### src/hdl/stc_pkg.sv
// shared types, constants and helpers of the sorted triangle run coalescer
package stc_pkg;

    // field and register widths
    localparam int IDX_W   = 16;
    localparam int CNT_W   = 17;
    localparam int MAT_W   = 16;
    localparam int TRI_W   = 15;
    localparam int CFG_W   = 17;
    localparam int CFG_I_W = 2;

    // indices per triangle
    localparam logic [CNT_W-1:0] TRI_INDICES = 17'd3;

    // divide by three through a reciprocal, exact for 17-bit operands
    localparam int                DIV3_SHIFT = 17;
    localparam logic [CNT_W-1:0]  DIV3_RECIP = 17'd43691;

    // command queue between front and back
    localparam int Q_DEPTH = 4;
    localparam int Q_PTR_W = 2;
    localparam int Q_CNT_W = 3;

    // configuration register indices
    localparam logic [CFG_I_W-1:0] CFG_INDEX_TOTAL    = 2'd0;
    localparam logic [CFG_I_W-1:0] CFG_MATERIAL_COUNT = 2'd1;

    // one input entry
    typedef struct packed {
        logic [IDX_W-1:0] first_index;
        logic [CNT_W-1:0] index_count;
        logic [MAT_W-1:0] material;
        logic             end_of_list;
    } t_in_item;

    // one emitted draw
    typedef struct packed {
        logic [MAT_W-1:0] draw_material;
        logic [IDX_W-1:0] draw_first;
        logic [TRI_W-1:0] draw_triangles;
        logic             last_draw;
    } t_out_item;

    // classified entry handed from front to back
    typedef struct packed {
        logic             ok;
        logic             eol;
        logic [MAT_W-1:0] material;
        logic [IDX_W-1:0] first;
        logic [CNT_W-1:0] count;
        logic [CNT_W-1:0] stop;
    } t_cmd;

    // queue head as seen by the back
    typedef struct packed {
        logic avail;
        t_cmd cmd;
    } t_q_head;

    // a draw before its triangle count is worked out
    typedef struct packed {
        logic [MAT_W-1:0] material;
        logic [IDX_W-1:0] first;
        logic [CNT_W-1:0] length;
        logic             last;
    } t_draw;

    // truncated division of a run length by three
    function automatic logic [TRI_W-1:0] div3(input logic [CNT_W-1:0] x);
        logic [2*CNT_W-1:0] prod;
        prod = {{CNT_W{1'b0}}, x} * {{CNT_W{1'b0}}, DIV3_RECIP};
        return prod[DIV3_SHIFT +: TRI_W];
    endfunction

endpackage

### src/hdl/stc_front.sv
// front: configuration registers and entry validity classification
module stc_front
    import stc_pkg::*;
#(
    parameter int INDEX_CAPACITY = 65536
) (
    input  logic               i_clk,
    input  logic               i_rst_n,
    input  logic               i_cfg_we,
    input  logic [CFG_I_W-1:0] i_cfg_index,
    input  logic [CFG_W-1:0]   i_cfg_data,
    input  t_in_item           i_item,
    output t_cmd               o_cmd
);

    localparam logic [CFG_W-1:0] CAP = CFG_W'(INDEX_CAPACITY);

    logic [CFG_W-1:0] r_limit;
    logic [CFG_W-1:0] r_mat_count;
    logic [CFG_W:0]   stop_sum;

    // configuration writes, index total saturated at capacity
    always_ff @(posedge i_clk) begin
        if (!i_rst_n) begin
            r_limit     <= '0;
            r_mat_count <= '0;
        end else if (i_cfg_we) begin
            unique case (i_cfg_index)
                CFG_INDEX_TOTAL:    r_limit     <= (i_cfg_data > CAP) ? CAP : i_cfg_data;
                CFG_MATERIAL_COUNT: r_mat_count <= i_cfg_data;
                default: ;
            endcase
        end
    end

    // end of entry, wide enough never to wrap
    assign stop_sum = {2'b00, i_item.first_index} + {1'b0, i_item.index_count};

    // classify the entry
    always_comb begin
        o_cmd.ok       = (i_item.index_count >= TRI_INDICES)
                      && (stop_sum <= {1'b0, r_limit})
                      && ({1'b0, i_item.material} < r_mat_count);
        o_cmd.eol      = i_item.end_of_list;
        o_cmd.material = i_item.material;
        o_cmd.first    = i_item.first_index;
        o_cmd.count    = i_item.index_count;
        o_cmd.stop     = stop_sum[CFG_W-1:0];
    end

endmodule

### src/hdl/stc_queue.sv
// short command queue between front and back
module stc_queue
    import stc_pkg::*;
(
    input  logic    i_clk,
    input  logic    i_rst_n,
    input  logic    i_push,
    input  t_cmd    i_cmd,
    output logic    o_full,
    output t_q_head o_head,
    input  logic    i_pop
);

    t_cmd               r_slot [Q_DEPTH];
    logic [Q_PTR_W-1:0] r_wr_ptr;
    logic [Q_PTR_W-1:0] r_rd_ptr;
    logic [Q_CNT_W-1:0] r_fill;
    logic               do_pop;

    assign do_pop = i_pop && (r_fill != '0);

    // pointers and fill level
    always_ff @(posedge i_clk) begin
        if (!i_rst_n) begin
            r_wr_ptr <= '0;
            r_rd_ptr <= '0;
            r_fill   <= '0;
        end else begin
            if (i_push) begin
                r_wr_ptr <= r_wr_ptr + 1'b1;
            end
            if (do_pop) begin
                r_rd_ptr <= r_rd_ptr + 1'b1;
            end
            if (i_push && !do_pop) begin
                r_fill <= r_fill + 1'b1;
            end else if (!i_push && do_pop) begin
                r_fill <= r_fill - 1'b1;
            end
        end
    end

    // slot storage
    always_ff @(posedge i_clk) begin
        if (i_push) begin
            r_slot[r_wr_ptr] <= i_cmd;
        end
    end

    assign o_full       = (r_fill == Q_CNT_W'(Q_DEPTH));
    assign o_head.avail = (r_fill != '0);
    assign o_head.cmd   = r_slot[r_rd_ptr];

endmodule

### src/hdl/stc_back.sv
// back: run merging, draw emission and output registers
module stc_back
    import stc_pkg::*;
(
    input  logic      i_clk,
    input  logic      i_rst_n,
    input  t_q_head   i_head,
    output logic      o_pop,
    output logic      o_valid,
    input  logic      i_stall,
    output t_out_item o_data
);

    // run state
    logic             r_run_open;
    logic [MAT_W-1:0] r_run_mat;
    logic [IDX_W-1:0] r_run_start;
    logic [CNT_W-1:0] r_run_len;
    logic [CNT_W-1:0] r_run_end;
    logic             r_phase;

    // draw stage and output register
    logic             r_a_valid;
    t_draw            r_a_draw;
    logic             r_o_valid;
    t_out_item        r_o_data;

    logic             n_run_open;
    logic [MAT_W-1:0] n_run_mat;
    logic [IDX_W-1:0] n_run_start;
    logic [CNT_W-1:0] n_run_len;
    logic [CNT_W-1:0] n_run_end;
    logic             n_phase;

    t_cmd             cmd;
    logic             merge;
    logic [CNT_W-1:0] merged_len;
    logic             emit;
    t_draw            emit_draw;
    logic             pop;
    logic             b_take;
    logic             a_free;
    logic             step;

    assign cmd        = i_head.cmd;
    assign merge      = r_run_open && (cmd.material == r_run_mat)
                     && ({1'b0, cmd.first} == r_run_end);
    assign merged_len = r_run_len + cmd.count;
    assign b_take     = !r_o_valid || !i_stall;
    assign a_free     = !r_a_valid || b_take;

    // decide what the head entry does to the run
    always_comb begin
        n_run_open  = r_run_open;
        n_run_mat   = r_run_mat;
        n_run_start = r_run_start;
        n_run_len   = r_run_len;
        n_run_end   = r_run_end;
        n_phase     = r_phase;
        emit        = 1'b0;
        pop         = 1'b1;
        emit_draw   = '{material: r_run_mat, first: r_run_start,
                        length: r_run_len, last: 1'b0};
        if (r_phase) begin
            // second draw of a breaking end-of-list entry
            emit           = 1'b1;
            emit_draw.last = 1'b1;
            n_run_open     = 1'b0;
            n_phase        = 1'b0;
        end else if (!cmd.ok) begin
            // skipped entry closes the open run
            emit           = r_run_open;
            emit_draw.last = cmd.eol;
            n_run_open     = 1'b0;
        end else if (merge) begin
            n_run_len = merged_len;
            n_run_end = cmd.stop;
            if (cmd.eol) begin
                emit             = 1'b1;
                emit_draw.length = merged_len;
                emit_draw.last   = 1'b1;
                n_run_open       = 1'b0;
            end
        end else begin
            // start a new run
            n_run_mat   = cmd.material;
            n_run_start = cmd.first;
            n_run_len   = cmd.count;
            n_run_end   = cmd.stop;
            n_run_open  = 1'b1;
            if (r_run_open) begin
                emit = 1'b1;
                if (cmd.eol) begin
                    n_phase = 1'b1;
                    pop     = 1'b0;
                end
            end else if (cmd.eol) begin
                emit       = 1'b1;
                emit_draw  = '{material: cmd.material, first: cmd.first,
                               length: cmd.count, last: 1'b1};
                n_run_open = 1'b0;
            end
        end
    end

    assign step  = i_head.avail && (a_free || !emit);
    assign o_pop = step && pop;

    // run state update
    always_ff @(posedge i_clk) begin
        if (!i_rst_n) begin
            r_run_open  <= 1'b0;
            r_run_mat   <= '0;
            r_run_start <= '0;
            r_run_len   <= '0;
            r_run_end   <= '0;
            r_phase     <= 1'b0;
        end else if (step) begin
            r_run_open  <= n_run_open;
            r_run_mat   <= n_run_mat;
            r_run_start <= n_run_start;
            r_run_len   <= n_run_len;
            r_run_end   <= n_run_end;
            r_phase     <= n_phase;
        end
    end

    // draw stage
    always_ff @(posedge i_clk) begin
        if (!i_rst_n) begin
            r_a_valid <= 1'b0;
        end else if (step && emit) begin
            r_a_valid <= 1'b1;
        end else if (b_take) begin
            r_a_valid <= 1'b0;
        end
    end

    always_ff @(posedge i_clk) begin
        if (step && emit) begin
            r_a_draw <= emit_draw;
        end
    end

    // output register with triangle count
    always_ff @(posedge i_clk) begin
        if (!i_rst_n) begin
            r_o_valid <= 1'b0;
        end else if (b_take) begin
            r_o_valid <= r_a_valid;
        end
    end

    always_ff @(posedge i_clk) begin
        if (b_take && r_a_valid) begin
            r_o_data.draw_material  <= r_a_draw.material;
            r_o_data.draw_first     <= r_a_draw.first;
            r_o_data.draw_triangles <= div3(r_a_draw.length);
            r_o_data.last_draw      <= r_a_draw.last;
        end
    end

    assign o_valid = r_o_valid;
    assign o_data  = r_o_data;

endmodule

### src/hdl/sorted_triangle_run_coalescer.sv
// top level of the sorted triangle run coalescer
//
// Input channel: i_valid / o_stall carry one sorted entry in i_data; a transfer
// happens at a rising edge with i_valid high and o_stall low. Output channel:
// o_valid / i_stall carry one draw in o_data the same way. The write port
// (i_cfg_we, i_cfg_index, i_cfg_data) sets index total (0) and material count
// (1); other indices are ignored. Write it only while the block is idle.
// Each entry is classified on entry and placed in a four-deep command queue;
// the back end takes one entry per cycle against the open run unless held up.
// An entry passes the command queue, the draw stage and the output register.
// Throughput: one entry per cycle unless stalled; an entry that breaks the open
// run and ends the list stays at the head; the back makes one draw per cycle.
// Reset (synchronous, active low) closes the open run, empties the queue and
// zeroes both registers. While i_stall holds, o_data stays put, the draw stage
// and queue fill behind it, and o_stall rises once the queue is full.
module sorted_triangle_run_coalescer
    import stc_pkg::*;
#(
    parameter int INDEX_CAPACITY = 65536
) (
    input  logic               i_clk,
    input  logic               i_rst_n,
    input  logic               i_cfg_we,
    input  logic [CFG_I_W-1:0] i_cfg_index,
    input  logic [CFG_W-1:0]   i_cfg_data,
    input  logic               i_valid,
    output logic               o_stall,
    input  t_in_item           i_data,
    output logic               o_valid,
    input  logic               i_stall,
    output t_out_item          o_data
);

    t_cmd    cmd;
    t_q_head head;
    logic    q_full;
    logic    q_pop;

    // front end
    stc_front #(
        .INDEX_CAPACITY(INDEX_CAPACITY)
    ) u_front (
        .i_clk      (i_clk),
        .i_rst_n    (i_rst_n),
        .i_cfg_we   (i_cfg_we),
        .i_cfg_index(i_cfg_index),
        .i_cfg_data (i_cfg_data),
        .i_item     (i_data),
        .o_cmd      (cmd)
    );

    // command queue
    stc_queue u_queue (
        .i_clk  (i_clk),
        .i_rst_n(i_rst_n),
        .i_push (i_valid && !q_full),
        .i_cmd  (cmd),
        .o_full (q_full),
        .o_head (head),
        .i_pop  (q_pop)
    );

    // back end
    stc_back u_back (
        .i_clk  (i_clk),
        .i_rst_n(i_rst_n),
        .i_head (head),
        .o_pop  (q_pop),
        .o_valid(o_valid),
        .i_stall(i_stall),
        .o_data (o_data)
    );

    assign o_stall = q_full;

endmodule

### config.mk
export PLATFORM = sky130hd
export DESIGN_NAME = sorted_triangle_run_coalescer
export DESIGN_NICKNAME = d
export VERILOG_FILES = /design/src/hdl/stc_pkg.sv /design/src/hdl/stc_front.sv /design/src/hdl/stc_queue.sv /design/src/hdl/stc_back.sv /design/src/hdl/sorted_triangle_run_coalescer.sv
export SDC_FILE = /design/constraint.sdc
export NUM_CORES = 1
export LEC_CHECK = 0
export ABC_AREA = 0
export ABC_CLOCK_PERIOD_IN_PS = 11400
export BUFFER_PORTS_ARGS = -buffer_cell sky130_fd_sc_hd__buf_2
export CORE_MARGIN = 2
export CORE_UTILIZATION = 35
export CTS_CLUSTER_DIAMETER = 80
export DETAILED_ROUTE_END_ITERATION = 8
export HOLD_SLACK_MARGIN = 0.1
export PLACE_DENSITY = 0.54
export SYNTH_ARGS = -nofsm -noshare
export SYNTH_HDL_FRONTEND = slang
export SYNTH_SLANG_ARGS = --single-unit
### constraint.sdc
create_clock -name i_clk -period 11.4 [get_ports i_clk]
set_input_delay 0.57 -clock i_clk [delete_from_list [all_inputs] [get_ports i_clk]]
set_output_delay 0.57 -clock i_clk [all_outputs]
set_load 0.005 [all_outputs]
Word level (Yosys, flattened, before mapping)
Memories as Yosys holds them, arrays and structs flattened. A register that Yosys moved wholly into a read port is not among the register bits.
Cells that the tools add are included.
Cells by class
  add/sub/neg operators: 6
  multipliers: 1
  div/mod/pow operators: 0
  magnitude comparators: 4
  eq/ne operators: 5
  shift operators: 0
  mux-type cells: 37
  bitwise operators: 2
  reductions and logical operators: 31
Operators with widths (count)
  2-to-1 mux 50 bit: 2
  2-to-1 mux 49 bit: 2
  2-to-1 mux 18 bit: 2
  2-to-1 mux 17 bit: 2
  multiplier 17 x 16 -> 32 bit (second input constant): 1
  2-to-1 mux 32 bit: 1
  2-to-1 mux 1 bit: 24
  adder 16 x 17 -> 18 bit: 1
  less-or-equal comparator 18 x 17 -> 1 bit: 1
  adder 17 bit: 1
  == test 16 x 17 -> 1 bit: 1
  >= comparator 17 x 2 -> 1 bit (second input constant): 1
  greater-than comparator 17 bit (second input constant): 1
  < comparator 16 x 17 -> 1 bit: 1
  == test 16 bit: 1
  logical AND 1 bit: 12
  zero test 1 bit: 7
  2-to-1 mux 3 bit: 2
  AND reduction 2 bit: 3
  adder 2 x 1 -> 2 bit (second input constant): 2
  2-to-1 mux 2 bit: 2
  != test 4 x 3 -> 1 bit (second input constant): 1
  AND reduction 4 bit: 1
  nonzero test 2 bit: 2
  other kinds (9): 12
Storage, ports and cells
  register bits after elaboration: 209
  latch bits: 0
  memory bits (writable): 272
  ROM bits: 0
  input port bits: 74
  output and inout bits: 50
  word-level logic and storage cells: 108
  memories kept: 1
Memory list
  u_queue.r_slot: depth 4, width 68, rd ports 1, clocked after Yosys merged registers in 1, write ports 1, line stc_queue.sv:14  | t_cmd r_slot [Q_DEPTH];

Longest topological paths before layout
Gate-level depths: netlist of run 1.
  depth after elaboration: 14
  gate-level depth with buffers: 21
  mapped depth without buffers: 21

By module
A second synthesis of run 1 with hierarchy kept.
Unflattened totals
  cells, all modules: 2068
  area total of the unflattened synthesis: 26351.5 µm²
By module, submodules not included
  stc_back: times used 1, cells an instance 1237, area each 12619.6 µm², seq. area each 4344.2 µm²
  stc_queue: times used 1, cells an instance 399, area each 10291.1 µm², seq. area each 8348.0 µm²
  stc_front: times used 1, cells an instance 431, area each 3427.0 µm², seq. area each 680.7 µm²
  sorted_triangle_run_coalescer: times used 1, cells an instance 1, area each 13.8 µm², seq. area each 0.0 µm²

Worst setup path after synthesis of run 1
Ideal clock, no wire load.
  kind: reg-to-reg
  start point: register u_back.r_a_draw[5] (netlist name)
  end point: register u_back.r_o_data, in the netlist u_back.o_data[15] (data pin)
  library setup time: 260 ps
  data arrival time: 5006 ps
  data required time: 11140 ps
  path slack: 6134 ps
  stages on the path, launching flop included: 21
  path buffers: 0
  clock period less this slack: 5266 ps
  cells stage by stage: edfxtp_1 > ha_1 > fa_1 > fa_1 > inv_1 > fa_1 > inv_1 > fa_1 > inv_1 > fa_1 > inv_1 > ha_1 > a21o_1 > a21o_1 > a21o_1 > a21oi_1 > o32ai_1 > a211oi_1 > o31ai_1 > a21oi_1 > xnor2_1
On the way
  cells in the longest elaborated chain, start to end: 1
Ends and longest elaborated chain
  start, declared: line stc_back.sv:24  | t_draw r_a_draw;
  start signal, assigned: line stc_back.sv:141  | r_a_draw <= emit_draw;
  multiplier 17 x 16 -> 32 bit: line stc_pkg.sv:71  | prod = {{CNT_W{1'b0}}, x} * {{CNT_W{1'b0}}, DIV3_RECIP};
  end, declared: line stc_back.sv:26  | t_out_item r_o_data;
No other way between the ends.
A chain may end at the register's enable or synchronous reset.

Worst setup path after layout of run 1
  start point: register u_back.r_a_draw[2] (netlist name)
  end point: register u_back.r_o_data, in the netlist u_back.o_data[15] (data pin)
The elaborated chain is that of the path after synthesis.

==> tab_implementation.tex, run 1 <==
\begin{tabular}{lr}
\hline
Metric & Value \\
\hline
\multicolumn{2}{l}{\textbf{Status}} \\
\quad Status & finished, final reports clean \\
\multicolumn{2}{l}{\textbf{Synth}} \\
\quad Share of synthesized area occupied by flip-flops and latches & 52.7\% \\
\quad Post-Synth XOR/XNOR Area & 2.55\% \\
\quad Number of flip-flops and latches in the synthesized netlist & 483 \\
\quad Fraction of registers with async set/reset & 0\% \\
\quad Post-synthesis mux area share & 9.29\% \\
\quad Post-synth EDFFs & 370 \\
\quad Post-Synth Adder-Cell Area & 16.7\% \\
\quad Net count after synthesis & 2260 \\
\quad Avg Synthesized Cell Area & 13.4 um\^{}2 \\
\quad Total standard cell area after synthesis & 25400 um\^{}2 \\
\quad Synth Warn \# & 0 \\
\quad Compound-cell area share of the yosys netlist & 7.07\% \\
\quad Post-Synth Simple-Gate Area & 7.10\% \\
\quad Dominant combinational cell family by area after synthesis & adder cells \\
\quad Cell count after synthesis & 1900 \\
\quad Unique cell type count in the Yosys netlist & 75 \\
\quad Most common flop cell mapped by yosys & sky130\_fd\_sc\_hd\_\_edfxtp\_1 \\
\multicolumn{2}{l}{\textbf{Worst setup path}} \\
\quad Endpoint arrival time on the critical path & 6130 ps \\
\quad Worst Path Required & 11740 ps \\
\quad Crit end category & register \\
\quad Worst r2r src & u\_back.r\_a\_draw[2]\$\_DFFE\_PP\_ \\
\quad Minimum setup slack among reg-to-reg paths & 5610 ps \\
\quad Endpoint of the lowest-slack register-to-register path & u\_back.o\_data[15]\$\_DFFE\_PP\_ \\
\quad Kind of critical path & register to register \\
\quad Kind of start point of the critical path & register \\
\quad Critical-path maximum fanout & 6 \\
\quad Worst R2R Path Depth & 19 \\
\multicolumn{2}{l}{\textbf{STA}} \\
\quad Max Clock Freq & 173 MHz \\
\quad Worst slew slack as a fraction of its limit & 17.4\% \\
\quad Worst Max-Slew Pin Slew & 1240 ps \\
\quad Final-report hold violation count & 0 \\
\quad RSZ-0062 raised after global routing & false \\
\quad Portion of the clock cycle consumed by the worst path in the final layout & 50.8\% \\
\quad Setup Viol. Count Final & 0 \\
\quad Total negative slack for setup checks & 0 ps \\
\quad Final Max Tran Viols & 0 \\
\quad Tightest hold margin & 189 ps \\
\quad Setup clock skew after layout & 31.4 ps \\
\quad Final critical path time including I/O delays and setup & 5790 ps \\
\multicolumn{2}{l}{\textbf{Clocking}} \\
\quad Clock sink count & 483 \\
\quad CTS Buffer Depth & 3 \\
\quad Inserted Clock Buffers & 54 \\
\quad Clock slew at the register clock pins of the worst setup and hold paths & 60 ps \\
\quad Number of buffers inserted by post-CTS setup repair & 0 \\
\quad Buffer cell driving the clock tree root & sky130\_fd\_sc\_hd\_\_clkbuf\_16 \\
\quad Number of hold buffers added after CTS & 0 \\
\quad TritonCTS clock tree & built \\
\quad Max H-tree Level & 2 \\
\quad Quantity of gates resized following cts & 0 \\
\quad Worst-skew pair later-pin latency & 610 ps \\
\multicolumn{2}{l}{\textbf{Routing}} \\
\quad DR WL/cell & 20.3 um \\
\quad Detailed Route WL & 61500 um \\
\quad Avg Vias per Cell & 4.97 \\
\quad ANT nets after route & 0 \\
\quad DRC Markers & 0 \\
\quad Pre-antenna DRT Iters & 5 \\
\quad Detailed Route Iter0 Violations & 884 \\
\quad Number of vias after detailed routing & 15100 \\
\multicolumn{2}{l}{\textbf{Floorplan}} \\
\quad Die span in y & 273 um \\
\quad Die width & 273 um \\
\quad Core Rows & 98 \\
\quad Starting Density & 35.5\% \\
\quad Count of pins on the block boundary & 124 \\
\quad Core area & 71600 um\^{}2 \\
\quad Die Footprint & 74700 um\^{}2 \\
\multicolumn{2}{l}{\textbf{Global routing}} \\
\quad Total congestion overflow after global routing & 0 \\
\quad Overall fraction of global-route tracks in use & 16.5\% \\
\quad Wire length of the first global-routing pass & 93500 um \\
\quad Number of antenna violations at the first check in global routing & 8 \\
\quad Vias in the first global route & 15400 \\
\quad Pin count of the biggest net entering global routing & 81 \\
\multicolumn{2}{l}{\textbf{Layout}} \\
\quad Nets@finish & 2396 \\
\quad Fraction of final layout cells with drive strength greater than 1 & 16.6\% \\
\quad Count of fill cells added during filler insertion & 6741 \\
\quad Most frequent cells in the layout & sky130\_fd\_sc\_hd\_\_edfxtp\_1, sky130\_fd\_sc\_hd\_\_inv\_1, sky130\_fd\_sc\_hd\_\_ha\_1 \\
\quad Leading cell type in the layout, fill and taps excluded & sky130\_fd\_sc\_hd\_\_edfxtp\_1 \\
\quad Number of standard cells in the layout, taps in and fillers out & 3032 \\
\quad Layout area overhead & 13.4\% \\
\multicolumn{2}{l}{\textbf{Worst hold path}} \\
\quad Hold crit path type & primary input to register \\
\quad Hold Crit Start & i\_data[0] \\
\quad Sink of the worst hold path & u\_queue.r\_slot[1][66]\$\_DFFE\_PP\_ \\
\quad Hold Path Stages & 1 \\
\multicolumn{2}{l}{\textbf{Place}} \\
\quad Detail Placement HPWL & 44600 um \\
\quad Number of cells in the design after placement & 2930 \\
\quad Global placement routability congestion & 0.872 \\
\quad Number of port buffers & 123 \\
\multicolumn{2}{l}{\textbf{Job}} \\
\quad Number of violations of the max-capacitance limit & 0 \\
\hline
\end{tabular}
cells in the mapped netlist, drive strengths merged (32+ instances only):
master | n | area share [%]
edfxtp | 370 | 44
inv | 232 | 3.4
ha | 197 | 9.7
nand2 | 142 | 2.1
dfxtp | 113 | 8.9
fa | 89 | 7.0
mux4 | 65 | 5.8
nor2b | 62 | 1.5
a21oi | 56 | 1.1
xnor2 | 56 | 1.9
mux2i | 53 | 2.1
nor2 | 46 | 0.69
o21ai | 41 | 0.82
a21boi | 38 | 1.1
mux2 | 32 | 1.4
layout make-up:
type,instances,area [um^2],area share [%]
clock inverter,27,280,0.973
clock buffer,74,1480,5.13
antenna,1,2.50,0.00869
timing repair buffer,135,706,2.45
sequential,483,13400,46.5
tap,950,1190,4.13
inverter,232,871,3.02
multi-input combinational,1130,10900,37.8
flip-flops by register name, summed over array words and instances, names as in the netlist, named ones only:
| name | flops |
|---|---|
| u_back.o_data | 48 |
| u_back.o_valid | 1 |
| u_back.r_a_draw | 50 |
| u_back.r_a_valid | 1 |
| u_back.r_phase | 1 |
| u_back.r_run_end | 17 |
| u_back.r_run_len | 17 |
| u_back.r_run_mat | 16 |
| u_back.r_run_open | 1 |
| u_back.r_run_start | 16 |
| u_front.r_limit | 17 |
| u_front.r_mat_count | 17 |
| u_queue.r_fill | 3 |
| u_queue.r_rd_ptr | 2 |
| u_queue.r_slot | 272 |
| u_queue.r_wr_ptr | 2 |
kinds of logic (layout without fill, tap and decap cells):
logic type	count (synthesis)	after routing
multiplexers	150	150
flip-flops	483	483
buffers and inverters	287	468
AND/OR/NAND/NOR	357	357
AO/OA/AOI/OAI	263	263
other	0	1
adder cells (fa/ha/maj)	286	286
XOR/XNOR	74	74
metal layers:
metal / wire length, um / GRT usage (%) / share of wire [%]
met4: 1180 / 4.11 / 1.9
met2: 28600 / 26.5 / 47
met3: 2920 / 2.25 / 4.7
met5: 11 / 0 / 0.018
met1: 28800 / 23.4 / 47
worst max-delay path by stage:
stage,start,end,cells after the start
floorplan,u_back.r_a_draw[5]$_DFFE_PP_,u_back.o_data[15]$_DFFE_PP_,20
global placement,u_back.r_a_draw[5]$_DFFE_PP_,u_back.o_data[15]$_DFFE_PP_,18
detailed placement,u_back.r_a_draw[5]$_DFFE_PP_,u_back.o_data[15]$_DFFE_PP_,18
CTS,u_back.r_a_draw[5]$_DFFE_PP_,u_back.o_data[15]$_DFFE_PP_,18
global route,u_back.r_a_draw[2]$_DFFE_PP_,u_back.o_data[15]$_DFFE_PP_,19
finish,u_back.r_a_draw[2]$_DFFE_PP_,u_back.o_data[15]$_DFFE_PP_,19
critical path: stages (launching register included):
cell and delay, ps:
sky130_fd_sc_hd__edfxtp_1 500, sky130_fd_sc_hd__ha_1 460, sky130_fd_sc_hd__xor2_1 290, sky130_fd_sc_hd__ha_1 310
sky130_fd_sc_hd__inv_1 80, sky130_fd_sc_hd__fa_1 410, sky130_fd_sc_hd__inv_1 80, sky130_fd_sc_hd__fa_1 420
sky130_fd_sc_hd__fa_1 520, sky130_fd_sc_hd__fa_1 430, sky130_fd_sc_hd__ha_1 340, sky130_fd_sc_hd__a21o_1 150
sky130_fd_sc_hd__a21oi_1 60, sky130_fd_sc_hd__o21ai_0 70, sky130_fd_sc_hd__a21oi_1 120, sky130_fd_sc_hd__o32ai_1 490
sky130_fd_sc_hd__a211oi_1 160, sky130_fd_sc_hd__o31ai_1 360, sky130_fd_sc_hd__a21oi_1 130, sky130_fd_sc_hd__xnor2_1 130
through the flow:
stage	worst slack, ps	utilization, %	cell area, um^2
floorplan	6130	-	25400
global placement	5670	37.8	27000
detailed placement	5520	37.8	27000
CTS	5500	40.2	28800
global route	5190	40.2	28800
finish	5610	40.2	28800
Power of run 1 is not shown: default switching activity piles up to over one toggle a cycle in this logic, so the estimate is an artifact.
==> inputs of run 2 (changes only) <==
- ABC_AREA: 0 -> 1
- ABC_CLOCK_PERIOD_IN_PS: 11400 -> 5000
- PLACE_DENSITY: 0.54 -> 0.56
- clock period: 11.4 -> 5 ns (I/O delays scaled with it)
==> run 2 against run 1 <==
Net effect:
- global-route usage rose by 1.4 points
- via count rose by 32%
- final cell count rose by 34%
- critical endpoint is now u_back.o_data[14]$_DFFE_PP_
==> tab_implementation.tex, run 2 <==
\begin{tabular}{lr}
\hline
Metric & Value \\
\hline
\multicolumn{2}{l}{\textbf{Status}} \\
\quad Status & finished, final reports clean \\
\multicolumn{2}{l}{\textbf{Routing}} \\
\quad ANT nets after route & 0 \\
\quad Avg Vias per Cell & 4.89 \\
\quad DR WL/cell & 17.5 um \\
\quad Detailed Route Iter0 Violations & 1615 \\
\quad Pre-antenna DRT Iters & 7 \\
\quad Number of vias after detailed routing & 19900 \\
\quad Detailed Route WL & 71200 um \\
\quad DRC Markers & 0 \\
\multicolumn{2}{l}{\textbf{Synth}} \\
\quad Synth Warn \# & 0 \\
\quad Cell with the most instances after synthesis & sky130\_fd\_sc\_hd\_\_nand2\_1 \\
\quad Share of the synthesized area in the top cell type & 41.6\% \\
\quad Avg Synthesized Cell Area & 9.62 um\^{}2 \\
\quad Net count after synthesis & 3136 \\
\quad Fraction of registers with async set/reset & 0\% \\
\quad Post-synth EDFFs & 370 \\
\quad Cell count after synthesis & 2776 \\
\quad Most common flop cell mapped by yosys & sky130\_fd\_sc\_hd\_\_edfxtp\_1 \\
\quad Number of flip-flops and latches in the synthesized netlist & 483 \\
\quad Share of synthesized area occupied by flip-flops and latches & 50.1\% \\
\quad Total standard cell area after synthesis & 26700 um\^{}2 \\
\quad Synth area leader & sky130\_fd\_sc\_hd\_\_edfxtp\_1 \\
\quad Top post-synthesis cells by area & sky130\_fd\_sc\_hd\_\_edfxtp\_1, sky130\_fd\_sc\_hd\_\_ha\_1, sky130\_fd\_sc\_hd\_\_dfxtp\_1, sky130\_fd\_sc\_hd\_\_nand2\_1, sky130\_fd\_sc\_hd\_\_fa\_1 \\
\quad Top cells by instance count after synthesis & sky130\_fd\_sc\_hd\_\_nand2\_1, sky130\_fd\_sc\_hd\_\_inv\_1, sky130\_fd\_sc\_hd\_\_edfxtp\_1 \\
\quad Unique cell type count in the Yosys netlist & 53 \\
\multicolumn{2}{l}{\textbf{Worst setup path}} \\
\quad Max stage delay on crit path & 530 ps \\
\quad Worst Path Required & 5350 ps \\
\quad Kind of start point of the critical path & register \\
\quad Critical Path Slowest Stage Cell & sky130\_fd\_sc\_hd\_\_fa\_2 \\
\quad Kind of critical path & register to register \\
\quad Critical-path maximum fanout & 3 \\
\quad Endpoint arrival time on the critical path & 5340 ps \\
\quad Crit end category & register \\
\quad Worst R2R Path Depth & 18 \\
\quad Cell-by-cell listing of the critical path & buf\_6 -> ha\_4 -> fa\_1 -> inv\_2 -> fa\_1 -> inv\_2 -> fa\_2 -> fa\_1 -> fa\_1 -> ha\_4 -> nand2\_4 -> nor4\_2 -> nand2\_1 -> nand2\_1 -> a21oi\_2 -> o21bai\_2 -> a21oi\_1 -> xor2\_1 \\
\quad Cell with the most instances on the worst path & sky130\_fd\_sc\_hd\_\_fa\_1 \\
\multicolumn{2}{l}{\textbf{STA}} \\
\quad Setup clock skew after layout & 21.7 ps \\
\quad Max Clock Freq & 200 MHz \\
\quad RSZ-0062 raised after global routing & true \\
\quad Worst Max-Slew Pin Slew & 1150 ps \\
\quad Portion of the clock cycle consumed by the worst path in the final layout & 99.8\% \\
\quad Total negative slack for setup checks & 0 ps \\
\quad Setup Viol. Count Final & 0 \\
\quad Worst slew slack as a fraction of its limit & 23.2\% \\
\quad Final-report hold violation count & 0 \\
\quad Final Max Tran Viols & 0 \\
\quad Final critical path time including I/O delays and setup & 4990 ps \\
\multicolumn{2}{l}{\textbf{Floorplan}} \\
\quad Die span in y & 280 um \\
\quad Core area & 75700 um\^{}2 \\
\quad Core Rows & 101 \\
\quad Die width & 280 um \\
\quad Count of pins on the block boundary & 124 \\
\quad Die Footprint & 78500 um\^{}2 \\
\quad Starting Density & 35.3\% \\
\multicolumn{2}{l}{\textbf{Clocking}} \\
\quad Buffer cell driving the clock tree root & sky130\_fd\_sc\_hd\_\_clkbuf\_16 \\
\quad Max H-tree Level & 2 \\
\quad TritonCTS clock tree & built \\
\quad Inserted Clock Buffers & 53 \\
\quad Clock sink count & 483 \\
\quad CTS Buffer Depth & 3 \\
\quad Clock slew at the register clock pins of the worst setup and hold paths & 60 ps \\
\quad Worst-skew pair later-pin latency & 620 ps \\
\multicolumn{2}{l}{\textbf{Place}} \\
\quad Number of port buffers & 123 \\
\quad Global placement routability congestion & 0.919 \\
\quad Detail Placement HPWL & 50100 um \\
\multicolumn{2}{l}{\textbf{Layout}} \\
\quad Register containing the most flip-flops in the final layout & u\_queue.r\_slot \\
\quad Antenna cells & 0 \\
\quad Max reg flops & 272 \\
\quad Fraction of final layout cells with drive strength greater than 1 & 12.8\% \\
\quad Leading cell type in the layout, fill and taps excluded & sky130\_fd\_sc\_hd\_\_nand2\_1 \\
\quad Most frequent cells in the layout & sky130\_fd\_sc\_hd\_\_nand2\_1, sky130\_fd\_sc\_hd\_\_edfxtp\_1, sky130\_fd\_sc\_hd\_\_inv\_1 \\
\quad Layout area overhead & 20.0\% \\
\quad Nets@finish & 3402 \\
\multicolumn{2}{l}{\textbf{Global routing}} \\
\quad Overall fraction of global-route tracks in use & 17.9\% \\
\quad Pin count of the biggest net entering global routing & 137 \\
\quad Total congestion overflow after global routing & 0 \\
\quad Vias in the first global route & 19100 \\
\quad Wire length of the first global-routing pass & 109000 um \\
\quad Number of antenna violations at the first check in global routing & 0 \\
\multicolumn{2}{l}{\textbf{Worst hold path}} \\
\quad Hold crit path type & primary input to register \\
\quad Hold Path Stages & 5 \\
\multicolumn{2}{l}{\textbf{Job}} \\
\quad Number of violations of the max-capacitance limit & 0 \\
\hline
\end{tabular}
[run 2: cell types whose count changed after synthesis, moves of 64 or more]
cell | before | now
sky130_fd_sc_hd__nand2_1 | 142 | 575
sky130_fd_sc_hd__a21oi_1 | 55 | 169
sky130_fd_sc_hd__inv_1 | 230 | 374
sky130_fd_sc_hd__nor2_1 | 45 | 246
sky130_fd_sc_hd__o21ai_0 | 40 | 187
sky130_fd_sc_hd__nand3_1 | 21 | 124
sky130_fd_sc_hd__mux4_2 | 64 | 0
[run 2: critical path, delay by kind of cell, from the launching register on]
| family | cells | cell delay [ps] |
|---|---|---|
| adders and majority gates | 7 | 3050 |
| buffers and inverters | 3 | 230 |
| and+or+nand+nor | 4 | 560 |
| AOI/OAI and AO/OA | 3 | 340 |
| xor gates and xnor gates | 1 | 140 |
| DFF | 1 | 410 |
[run 2: path summary, 6_finish.rpt]
kind	slack (ps)	from	to
max	10	u_back.r_a_draw[3]$_DFFE_PP_	u_back.o_data[14]$_DFFE_PP_
min	200	i_cfg_we	u_front.r_mat_count[10]$_SDFFE_PN0P_
max reg2reg	10	u_back.r_a_draw[3]$_DFFE_PP_	u_back.o_data[14]$_DFFE_PP_
min reg2reg	420	u_back.r_a_draw[18]$_DFFE_PP_	u_back.o_data[16]$_DFFE_PP_
[run 2: routing by layer]
metal | vias to the layer above | routed length (um) | GRT usage (%)
met5 | - | 0 | 0
li1 | 9856 | - | -
met2 | 561 | 32100 | 28.6
met3 | 92 | 4200 | 2.28
met1 | 9381 | 33700 | 25.9
met4 | 0 | 1250 | 3.83
[run 2: cells by family after synthesis]
group,Yosys count,synth area share (%)
simple gates,1018,15.7
flops,483,50.1
buf+inv,469,6.92
compound gates,460,9.43
fa+ha+maj,286,15.9
xor+xnor,60,1.97
[run 2: what timing repair did]
item,4_1_cts,5_1_grt
hold endpoints to repair,240,0
hold buffers,82,0
setup buffers,2,8
setup endpoints to repair,6,12
pin swaps,2,27
resized for setup,7,84
[run 2: per-stage QoR]
step | area, um^2 | util, % | hold slack [ps] | cells | setup slack, ps
floorplan | 26700 | - | 349 | 2776 | 8.56
global placement | 28900 | 38.1 | 403 | 3873 | -28.8
detailed placement | 28900 | 38.1 | 405 | 3873 | -65.9
CTS | 31600 | 41.7 | 159 | 4057 | 1.54
global route | 32100 | 42.3 | 212 | 4065 | -193
finish | 32100 | 42.3 | 202 | 4065 | 10.4
[run 2: final cells by class]
class                      count  area (um^2)
fill                        7270        43600
sequential                   483        13400
multi-input combinational   1824        12000
timing repair buffer         300         2220
clock buffer                  67         1450
inverter                     380         1430
tap                          978         1220
clock inverter                33          380
Power of run 2 is left out for the same reason.
